--- config.mk ---
export PLATFORM = sky130hd
export DESIGN_NAME = return_site_scanner_flat
export DESIGN_NICKNAME = d
export VERILOG_FILES = /design/src/hw/rtl/rss_pkg.sv /design/src/hw/rtl/rss_byte_if.sv /design/src/hw/rtl/rss_site_if.sv /design/src/hw/rtl/return_site_scanner.sv /design/src/flat_wrapper.sv
export SDC_FILE = /design/constraint.sdc
export NUM_CORES = 1
export LEC_CHECK = 0
export ABC_AREA = 1
export BUFFER_PORTS_ARGS = -buffer_cell sky130_fd_sc_hd__buf_4
export CELL_PAD_IN_SITES_DETAIL_PLACEMENT = 1
export CELL_PAD_IN_SITES_GLOBAL_PLACEMENT = 1
export CORE_MARGIN = 5
export CORE_UTILIZATION = 50
export DETAILED_ROUTE_END_ITERATION = 10
export PLACE_DENSITY = 0.89
export SYNTH_ARGS = -nofsm -noshare
export SYNTH_HDL_FRONTEND = slang
export SYNTH_SLANG_ARGS = --single-unit
--- constraint.sdc ---
create_clock -name clk -period 10.3 [get_ports clk]
set_clock_uncertainty 0.15 [all_clocks]
set_input_delay 1.545 -clock clk [delete_from_list [all_inputs] [get_ports clk]]
set_output_delay 1.545 -clock clk [all_outputs]
set_load 0.01 [all_outputs]
--- src/hw/rtl/rss_pkg.sv ---
`timescale 1ns / 1ps

package rss_pkg;

    localparam int POINTER_BYTES  = 8;
    localparam int PTR_BITS       = 8 * POINTER_BYTES;
    localparam int WINDOW_BITS    = PTR_BITS - 8;
    localparam int KIDX_BITS      = $clog2(POINTER_BYTES);

    localparam int BYTE_BITS      = 8;
    localparam int LEN_BITS       = 17;
    localparam int POS_BITS       = 17;
    localparam int OFFSET_BITS    = 16;
    localparam int SKIP_BITS      = 2;
    localparam int CFG_DATA_BITS  = 64;
    localparam int CFG_INDEX_BITS = 2;

    localparam int MAX_FUNC_BYTES = 65536;
    localparam logic [LEN_BITS-1:0] MAX_LEN = LEN_BITS'(MAX_FUNC_BYTES);

    localparam logic [BYTE_BITS-1:0] OP_RET     = 8'hc3;
    localparam logic [BYTE_BITS-1:0] OP_RET_IMM = 8'hc2;
    localparam logic [SKIP_BITS-1:0] IMM_SKIP   = 2'd2;

    typedef enum logic [CFG_INDEX_BITS-1:0] {
        REG_FUNCTION_BASE,
        REG_FUNCTION_LENGTH,
        REG_SCAN_BEGIN
    } cfg_reg_t;

endpackage

--- src/hw/rtl/rss_byte_if.sv ---
`timescale 1ns / 1ps

interface rss_byte_if;
    import rss_pkg::*;

    logic                 valid;
    logic                 ready;
    logic [BYTE_BITS-1:0] code_byte;

    modport source (output valid, output code_byte, input ready);
    modport sink   (input valid, input code_byte, output ready);
endinterface

--- src/hw/rtl/rss_site_if.sv ---
`timescale 1ns / 1ps

interface rss_site_if;
    import rss_pkg::*;

    logic                   valid;
    logic                   ready;
    logic [OFFSET_BITS-1:0] site_offset;
    logic                   found;
    logic                   run_last;

    modport source (output valid, output site_offset, output found, output run_last,
                    input ready);
    modport sink   (input valid, input site_offset, input found, input run_last,
                    output ready);
endinterface

--- src/hw/rtl/return_site_scanner.sv ---
`timescale 1ns / 1ps

// Scans a function's code bytes, one per transaction, for return sites. A plain ret byte
// at or past scan_begin becomes a candidate; a ret-with-immediate and its two operand
// bytes are skipped. Every 8-byte little-endian window that points into the function
// cancels the candidates it covers. A candidate is reported once seven more bytes have
// arrived; at the function's last byte all remaining candidates are reported in
// ascending offset, followed by a closing transaction with found=0, and the scanner
// re-arms for the next function. Throughput: one code byte per cycle while no result is
// waiting on a stalled port and no final burst is draining. Each byte before the last yields
// at most one result; the last byte yields up to nine results, which leave through the
// single result port one per cycle while it is ready; the next byte can be taken in the
// same cycle as the last of them leaves. A result leaves in the same cycle as the next byte
// is taken, so only output back-pressure or a final burst holds the input.
// Configuration writes take effect on the next cycle; base, length and scan start must
// be written while no function is in flight.
module return_site_scanner (
    input  logic                                  clk,
    input  logic                                  rst_n,
    rss_byte_if.sink                              code_in,
    rss_site_if.source                            site_out,
    input  logic                                  cfg_we,
    input  logic [rss_pkg::CFG_INDEX_BITS-1:0]    cfg_index,
    input  logic [rss_pkg::CFG_DATA_BITS-1:0]     cfg_wdata
);
    import rss_pkg::*;

    // configuration
    logic [PTR_BITS-1:0]    base_reg,   base_next;
    logic [PTR_BITS-1:0]    limit_reg,  limit_next;
    logic [LEN_BITS-1:0]    len_reg,    len_next;
    logic [OFFSET_BITS-1:0] scan_reg,   scan_next;

    // scan state
    logic [WINDOW_BITS-1:0]   window_reg, window_next;
    logic [POINTER_BYTES-1:0] mask_reg,   mask_next;
    logic [SKIP_BITS-1:0]     skip_reg,   skip_next;
    logic [POS_BITS-1:0]      pos_reg,    pos_next;

    // result burst waiting on the output
    logic [POINTER_BYTES-1:0] burst_mask_reg,  burst_mask_next;
    logic                     burst_close_reg, burst_close_next;
    logic [OFFSET_BITS-1:0]   burst_pos_reg,   burst_pos_next;

    logic                     in_accept;
    logic                     out_drain;
    logic                     is_last;
    logic                     pos_in_func;
    logic                     in_scan;
    logic                     window_hit;
    logic [PTR_BITS-1:0]      ptr_value;
    logic [POINTER_BYTES-1:0] mask_new;
    logic [LEN_BITS-1:0]      len_clamped;
    logic                     burst_any;
    logic                     burst_single;
    logic                     out_final;
    logic [KIDX_BITS-1:0]     top_k;

    // ---------------- configuration port ----------------
    always_comb
    begin
        base_next   = base_reg;
        limit_next  = limit_reg;
        len_next    = len_reg;
        scan_next   = scan_reg;
        len_clamped = cfg_wdata[LEN_BITS-1:0];
        if (len_clamped > MAX_LEN)
        begin
            len_clamped = MAX_LEN;
        end
        if (cfg_we)
        begin
            unique case (cfg_index)
                REG_FUNCTION_BASE:
                begin
                    base_next  = cfg_wdata[PTR_BITS-1:0];
                    limit_next = cfg_wdata[PTR_BITS-1:0] + PTR_BITS'(len_reg);
                end
                REG_FUNCTION_LENGTH:
                begin
                    len_next   = len_clamped;
                    limit_next = base_reg + PTR_BITS'(len_clamped);
                end
                REG_SCAN_BEGIN:
                begin
                    scan_next = cfg_wdata[OFFSET_BITS-1:0];
                end
                default:
                begin
                end
            endcase
        end
    end

    // ---------------- output burst decode ----------------
    always_comb
    begin
        top_k = '0;
        for (int k = 0; k < POINTER_BYTES; k++)
        begin
            if (burst_mask_reg[k])
            begin
                top_k = KIDX_BITS'(k);
            end
        end
    end

    assign burst_any    = |burst_mask_reg;
    assign burst_single = $onehot(burst_mask_reg);
    assign out_final    = burst_any ? (burst_single && !burst_close_reg) : burst_close_reg;

    assign site_out.valid       = burst_any || burst_close_reg;
    assign site_out.found       = burst_any;
    assign site_out.run_last    = out_final;
    assign site_out.site_offset = burst_any ? (burst_pos_reg - OFFSET_BITS'(top_k)) : '0;

    assign out_drain     = site_out.valid && site_out.ready;
    assign code_in.ready = !site_out.valid || (site_out.ready && out_final);
    assign in_accept     = code_in.valid && code_in.ready;

    // ---------------- per-byte scan ----------------
    assign is_last     = ({1'b0, pos_reg} + (POS_BITS + 1)'(1)) >= {1'b0, len_reg};
    assign pos_in_func = pos_reg < len_reg;
    assign in_scan     = (pos_reg >= POS_BITS'(scan_reg)) && pos_in_func;
    assign ptr_value   = {code_in.code_byte, window_reg};
    // the window ending at this byte must lie wholly inside the function
    assign window_hit  = (pos_reg >= POS_BITS'(POINTER_BYTES - 1)) && pos_in_func
                         && (ptr_value >= base_reg) && (ptr_value < limit_reg);

    always_comb
    begin
        mask_new  = {mask_reg[POINTER_BYTES-2:0], 1'b0};
        skip_next = skip_reg;
        if (skip_reg != '0)
        begin
            skip_next = skip_reg - SKIP_BITS'(1);
        end
        else if (in_scan)
        begin
            if (code_in.code_byte == OP_RET_IMM)
            begin
                skip_next = IMM_SKIP;
            end
            else if (code_in.code_byte == OP_RET)
            begin
                mask_new[0] = 1'b1;
            end
        end
        if (window_hit)
        begin
            mask_new = '0;
        end

        window_next      = window_reg;
        mask_next        = mask_reg;
        pos_next         = pos_reg;
        burst_mask_next  = burst_mask_reg;
        burst_close_next = burst_close_reg;
        burst_pos_next   = burst_pos_reg;

        if (in_accept)
        begin
            burst_pos_next = pos_reg[OFFSET_BITS-1:0];
            if (is_last)
            begin
                burst_mask_next  = mask_new;
                burst_close_next = 1'b1;
                window_next      = '0;
                mask_next        = '0;
                skip_next        = '0;
                pos_next         = '0;
            end
            else
            begin
                // oldest candidate has seen enough bytes to be final
                burst_mask_next  = '0;
                burst_mask_next[POINTER_BYTES-1] = mask_new[POINTER_BYTES-1];
                burst_close_next = 1'b0;
                window_next      = ptr_value[PTR_BITS-1:8];
                mask_next        = mask_new;
                mask_next[POINTER_BYTES-1] = 1'b0;
                pos_next         = pos_reg + POS_BITS'(1);
            end
        end
        else
        begin
            skip_next = skip_reg;
            if (out_drain)
            begin
                if (burst_any)
                begin
                    burst_mask_next[top_k] = 1'b0;
                end
                else
                begin
                    burst_close_next = 1'b0;
                end
            end
        end
    end

    always_ff @(posedge clk or negedge rst_n)
    begin
        if (!rst_n)
        begin
            base_reg        <= '0;
            limit_reg       <= PTR_BITS'(1);
            len_reg         <= LEN_BITS'(1);
            scan_reg        <= '0;
            window_reg      <= '0;
            mask_reg        <= '0;
            skip_reg        <= '0;
            pos_reg         <= '0;
            burst_mask_reg  <= '0;
            burst_close_reg <= 1'b0;
        end
        else
        begin
            base_reg        <= base_next;
            limit_reg       <= limit_next;
            len_reg         <= len_next;
            scan_reg        <= scan_next;
            window_reg      <= window_next;
            mask_reg        <= mask_next;
            skip_reg        <= skip_next;
            pos_reg         <= pos_next;
            burst_mask_reg  <= burst_mask_next;
            burst_close_reg <= burst_close_next;
        end
    end

    always_ff @(posedge clk)
    begin
        burst_pos_reg <= burst_pos_next;
    end

`ifndef ASSERT_OFF
    a_rearm_after_last: assert property (
        @(posedge clk) disable iff (!rst_n)
        in_accept && is_last |=> (pos_reg == '0) && (mask_reg == '0) && (skip_reg == '0))
        else $error("scan state not cleared after last byte");

    a_oldest_never_held: assert property (
        @(posedge clk) disable iff (!rst_n)
        !mask_reg[POINTER_BYTES-1])
        else $error("final candidate left in pending mask");

    a_only_marker_closes_burst: assert property (
        @(posedge clk) disable iff (!rst_n)
        site_out.valid && !site_out.run_last |-> site_out.found)
        else $error("closing marker not last in burst");

    a_marker_offset_zero: assert property (
        @(posedge clk) disable iff (!rst_n)
        site_out.valid && !site_out.found |-> (site_out.site_offset == '0) && site_out.run_last)
        else $error("closing marker malformed");
`endif

endmodule
--- src/flat_wrapper.sv ---
// flat-port wrapper written by rule: the top's interface ports become plain ports
module return_site_scanner_flat import rss_pkg::*;
  (clk, rst_n, cfg_we, cfg_index, cfg_wdata, code_in_valid, code_in_code_byte, code_in_ready, site_out_valid, site_out_site_offset, site_out_found, site_out_run_last, site_out_ready);
  rss_byte_if code_in_i ();
  rss_site_if site_out_i ();
  input  logic clk;
  input  logic rst_n;
  input  logic cfg_we;
  input  logic [rss_pkg::CFG_INDEX_BITS-1:0] cfg_index;
  input  logic [rss_pkg::CFG_DATA_BITS-1:0] cfg_wdata;
  input wire logic [$bits(code_in_i.valid)-1:0] code_in_valid;
  input wire logic [$bits(code_in_i.code_byte)-1:0] code_in_code_byte;
  output wire logic [$bits(code_in_i.ready)-1:0] code_in_ready;
  output wire logic [$bits(site_out_i.valid)-1:0] site_out_valid;
  output wire logic [$bits(site_out_i.site_offset)-1:0] site_out_site_offset;
  output wire logic [$bits(site_out_i.found)-1:0] site_out_found;
  output wire logic [$bits(site_out_i.run_last)-1:0] site_out_run_last;
  input wire logic [$bits(site_out_i.ready)-1:0] site_out_ready;
  assign code_in_i.valid = code_in_valid;
  assign code_in_i.code_byte = code_in_code_byte;
  assign code_in_ready = code_in_i.ready;
  assign site_out_valid = site_out_i.valid;
  assign site_out_site_offset = site_out_i.site_offset;
  assign site_out_found = site_out_i.found;
  assign site_out_run_last = site_out_i.run_last;
  assign site_out_i.ready = site_out_ready;
  return_site_scanner u_core (.clk(clk), .rst_n(rst_n), .code_in(code_in_i), .site_out(site_out_i), .cfg_we(cfg_we), .cfg_index(cfg_index), .cfg_wdata(cfg_wdata));
endmodule
After elaboration in Yosys (flattened, before gate mapping) --
Index checks and enable logic that the tools add are counted.
Word-level totals: flip-flop bits (word level) 268, bits in latches 0, bits in writable memories 0, ROM bits 0, bits of input ports 79, output and inout port bits 20, word-level logic and storage cells 102, memories kept 0
Operators by class: add/sub/neg operators 13, $mul 0, div/mod/pow operators 0, order comparisons 9, eq/ne operators 6, shift-type cells 0, muxes and demuxes 33, bitwise logic cells 2, reductions and logical operators 28
Operators with widths (number):
- 64-bit by 17-bit adder with 64-bit output | 2
- 64-bit one-hot mux with 2 select lines | 1
- 64-bit >= comparator | 1
- 64-bit < comparator | 1
- 56-bit 2-to-1 mux | 1
- 17-bit 2-to-1 mux | 2
- 8-bit 2-to-1 mux | 4
- 17-bit by 1-bit adder with 18-bit output (second input constant) | 1
- 18-bit by 17-bit >= comparator with 1-bit output | 1
- 17-bit by 1-bit adder with 17-bit output (second input constant) | 1
- 17-bit by 16-bit >= comparator with 1-bit output | 1
- 17-bit by 3-bit >= comparator with 1-bit output (second input constant) | 1
- 17-bit > comparator (second input constant) | 1
- 17-bit < comparator | 1
- 8-bit equality test (second input constant) | 2
- 16-bit 2-to-1 mux | 1
- 16-bit by 3-bit subtractor with 16-bit output | 1
- 7-bit 2-to-1 mux | 2
- 4-bit adder | 3
- 2-bit 2-to-1 mux | 6
- 3-bit 2-to-1 mux | 4
- 2-bit AND reduction | 6
- 1-bit 2-to-1 mux | 11
- 1-bit logical AND | 9
- 18 further kinds | 27

Longest topological paths before layout --
depth after elaboration 16, mapped depth 22, depth with buffers taken out 21

Worst setup path after synthesis --
Ideal clock, no wire load.
path type register to output, start point register u_core.burst_mask_reg[6], end point output code_in_ready, arrival 2.849 ns, required time 8.605 ns, path slack 5.756 ns, stages on the path, launching flop included 13, buffers on the path 0, path through dfrtp_1 > ha_1 > fa_1 > inv_1 > fa_1 > inv_1 > ha_1 > fa_1 > nor4_1 > nor2_1 > inv_1 > nand2_1 > inv_1
Between the ends: word-level cells in the longest chain between the ends 8, elaborated cells between the ends (all ways) 11, classes of those cells 3 x add/sub; 1 x eq/ne; 1 x mux; 6 x reduce/logical
RTL lines:
- start: declaration | line return_site_scanner.sv:41 | logic [POINTER_BYTES-1:0] burst_mask_reg, burst_mask_next;
- start signal: assignment | line return_site_scanner.sv:227 | burst_mask_reg <= burst_mask_next;
- 1-bit by 1-bit adder with 2-bit output (not written as such) | line return_site_scanner.sv:109 | assign burst_single = $onehot(burst_mask_reg);
- 4-bit adder (not written as such) (2 in a row) | line return_site_scanner.sv:109
- 4-bit by 1-bit equality test with 1-bit output | line return_site_scanner.sv:109
- 1-bit logical AND | line return_site_scanner.sv:110 | assign out_final = burst_any ? (burst_single && !burst_close_reg) : burst_close_reg;
- 1-bit 2-to-1 mux | line return_site_scanner.sv:110
- 1-bit logical AND | line return_site_scanner.sv:118 | assign code_in.ready = !site_out.valid || (site_out.ready && out_final);
- 1-bit logical OR (*) | line return_site_scanner.sv:118
- end: declaration | line flat_wrapper.sv:13 | output wire logic [$bits(code_in_i.ready)-1:0] code_in_ready;
Every way passes the cells marked *; elsewhere a longest branch is shown, timed or not.

Worst setup path in the final report --
start point register u_core.burst_mask_reg[5], end point output site_out_site_offset[15]
Between the ends: word-level cells in the longest chain between the ends 5, elaborated cells between the ends (all ways) 6, classes of those cells 1 x add/sub; 4 x mux; 1 x reduce/logical
RTL lines:
- 3-bit 2-to-1 mux (3 in a row) | line return_site_scanner.sv:101 | if (burst_mask_reg[k])
- 16-bit by 3-bit subtractor with 16-bit output | line return_site_scanner.sv:115 | assign site_out.site_offset = burst_any ? (burst_pos_reg - OFFSET_BITS'(top_k)) : '0;
- 16-bit 2-to-1 mux (*) | line return_site_scanner.sv:115
- end: declaration | line flat_wrapper.sv:15 | output wire logic [$bits(site_out_i.site_offset)-1:0] site_out_site_offset;
Marked as above.

==> metrics <==
vias in the first global route=around 24,000; final sum of negative setup slack=0 ns; I/O pin total=between 90 and 100; post-synth design cell area=between 20,000 and 25,000 µm²; leakage=12.1 nW; distinct cell type count after synthesis=50; number of clock sinks=268; count of buffers from port buffering=98; power per unit of standard cell area=just under 200 nW/µm²; f_max=about 0.16 GHz; Hold Buf Count CTS=0; count of nets after finishing=3,527; area of the multi-input gates=approximately 13,000 µm²; dpl cells=3,766; Layout fillers=between 5,000 and 6,000; Root Driver=sky130_fd_sc_hd__clkbuf_16; largest stage delay on the critical path=0.56 ns; starting density of the core=between 50% and 60%; Startpoint Class=register; Synth top area share=around 29%; area share of fa/ha/maj cells after synthesis=around 14%; number of buffer and inverter stages on the critical path=4; Critical Path End Type=output port; maximum clock insertion buffer count=3; synthesized area per cell=between 6 and 7 µm²; utilization of the core after routing=roughly 56%; critical-path cell with the highest stage delay=sky130_fd_sc_hd__nor3_1; HPWL reported at the end of detailed placement=about 74 mm; Worst-path clk slew=around 0.06 ns; synthesized flop and latch total=~270; Final Hold Fails=0; data arrival time at the worst-slack endpoint=about 4.5 ns; max-capacitance violation count=0; number of search-and-repair iterations in the first detailed-routing pass=5; routed wire length per instance=24.2 µm; largest family of logic cells by synthesized area=simple AND/OR/NAND/NOR gates; clock latency at the later pin of the worst-skew pair=0.58 ns; post-synthesis simple-gate area fraction=approximately 30%; Post-synth EDFFs=16; ordered cell list for the critical path=inv_1 > ha_1 > inv_1 > nor3_1 > ha_1 > nand2_1 > nor2_1 > a211oi_1 > inv_1 > nor3_1 > nand2_1 > nor2_1 > nand3_1 > nor2_1 > o21ai_0 > a21oi_1 > buf_4; global-route wire length before repair=around 140 mm; vias post-DR=between 20,000 and 25,000; total overflow reported by the global router=0; synthesized-area fraction occupied by ao, oa, aoi and oai cells=about 15%; clock tree from TritonCTS=done; PnR Total Power=approximately 4.7 mW; final design instance area without fill=23,900 µm²; sequential cell area fraction in the yosys report=about a third; critical path required time=about 8.6 ns; Critical Path Fanout Max=5; post-layout min period=just over 6 ns; fraction of layout cells with a size suffix above 1=approximately 5.7%; start-to-end type of the worst setup path=register to output port; Post-Place Cell Area=roughly 23,000 µm²; Most used DFF post-synth=sky130_fd_sc_hd__dfrtp_1; parity-gate share of the synthesized area counting xor and xnor cells=under 10%; final RePlAce weighted congestion=1.02; final instance count without filler cells=roughly 3,800; number of buffers created by CTS=30; post-route clock period utilization=between 60% and 70%; remaining antenna violation count=0; placeable core region=around 43,000 µm²; portion of netlist area occupied by mux cells=0%; buffers inserted by post-CTS timing repair=0; initial antenna violation count=2; count of mapped cells out of synthesis=about 3,100; Seq. cell area=6790 µm²; final wirelength=slightly above 90 mm; final count of pins violating max slew=0; maximum level of the CTS H-tree=1; outcome=finished clean; total die area=47,500 µm²; die extent in x=around 220 µm; top cell type by total area after synthesis=sky130_fd_sc_hd__dfrtp_1; type of the most critical hold path=register to register; Final Setup Violations=0; leading cell type in the layout, fill and taps excluded=sky130_fd_sc_hd__nand2_1; largest delay contributor family on the critical path=simple AND/OR/NAND/NOR gates; setup repair after global routing missed its margin=no; remaining max-slew budget at the tightest pin=between 20% and 30%; number of nets produced by synthesis=~3,500; Initial DRC Count=~2,500; highest-count cells in the layout ignoring fill and taps=809 x sky130_fd_sc_hd__nand2_1, 456 x sky130_fd_sc_hd__inv_1, 278 x sky130_fd_sc_hd__nor2_1; Total GRT Usage=between 30 and 40%; row count=76; via density per instance=6.14; layout overhead on the synthesized area=10.5%; count of warnings emitted by yosys=0; proportion of register bits with asynchronous set or reset after synthesis=94.0%; cells resized by post-CTS repair=0; most area-consuming cells after synthesis=sky130_fd_sc_hd__dfrtp_1 29%, sky130_fd_sc_hd__nand2_1 14%, sky130_fd_sc_hd__ha_1 13%; Worst Tran Pin Value=approximately 1.2 ns; Vert. Die Dim=218 µm; residual DRC count=0; largest voltage drop on the vdd net=0.142 mV; pin count of the biggest net entering global routing=131
[worst paths after layout]
path	cells after the start	slack [ns]	to	start
min reg2reg	2	0.34	u_core.limit_reg[46]	u_core.limit_reg[46]
max reg2reg	18	5.26	u_core.window_reg[51]	u_core.burst_mask_reg[7]
min	2	0.34	u_core.limit_reg[46]	u_core.limit_reg[46]
min in group asynchronous	1	0.90	u_core.pos_reg[11]	rst_n
max in group asynchronous	2	7.54	u_core.window_reg[46]	rst_n
max	17	4.10	site_out_site_offset[15]	u_core.burst_mask_reg[5]
[logic make-up (layout without fill, tap and decap cells)]
family                   count (synthesis)  in the layout
AO/OA/AOI/OAI                          558            558
buffers and inverters                  528            625
flip-flops                             268            268
other                                    0              2
XOR/XNOR                                26             26
AND/OR/NAND/NOR                       1525           1525
adder cells (fa/ha/maj)                235            235
[synth_stat cells (all sizes together), types with 9 or more instances]
cell and count:
nand2 810, inv 460, nor2 282, nand3 254
dfrtp 250, o21ai 247, ha 228, a21oi 185
nand4 62, a22o 58, nor3 56, clkbuf 46
nor4 28, xor2 26, a31oi 24, buf 22
edfxtp 16, or2 11, o21a 10, o211ai 9
[power breakdown]
group / leakage [nW] / total [mW] / switching (mW) / internal [mW]
Combinational: 8.27 / 2.00 / 1.33 / 0.678
Clock: 0.481 / 1.08 / 0.469 / 0.613
Sequential: 3.34 / 1.60 / 0.316 / 1.28
[per-stage QoR]
step	worst slack [ns]	hold WS [ns]
global placement	4.78	0.314
CTS	4.09	0.343
floorplan	5.76	0.299
finish	4.10	0.342
detailed placement	4.62	0.324
global route	3.80	0.368
[layout make-up]
| class | instances | area share, % |
|---|---|---|
| Clock buffer | 38 | 3.44 |
| Clock inverter | 18 | 0.613 |
| Antenna cell | 2 | 0.0209 |
| Multi-Input combinational cell | 2344 | 53.8 |
| Timing Repair Buffer | 109 | 3.46 |
| Inverter | 460 | 7.22 |
| Sequential cell | 268 | 28.4 |
| Tap cell | 585 | 3.06 |
[layer usage]
layer / vias to the layer above / GRT usage, % / wire length [µm] / share of wire (%)
met5: - / 0 / 13 / 0.014
met4: 2 / 13.5 / 3840 / 4.2
met3: 226 / 8.02 / 8660 / 9.4
met2: 1049 / 60.0 / 40800 / 44
met1: 11700 / 51.7 / 39000 / 42
li1: 10600 / - / - / -
[worst min-delay path, delay by kind of cell (launching register included)]
| family | cells | cell delay, ns |
|---|---|---|
| flip-flops | 1 | 0.34 |
| AND/OR/NAND/NOR | 2 | 0.12 |
(Power assumes the default switching activity.)
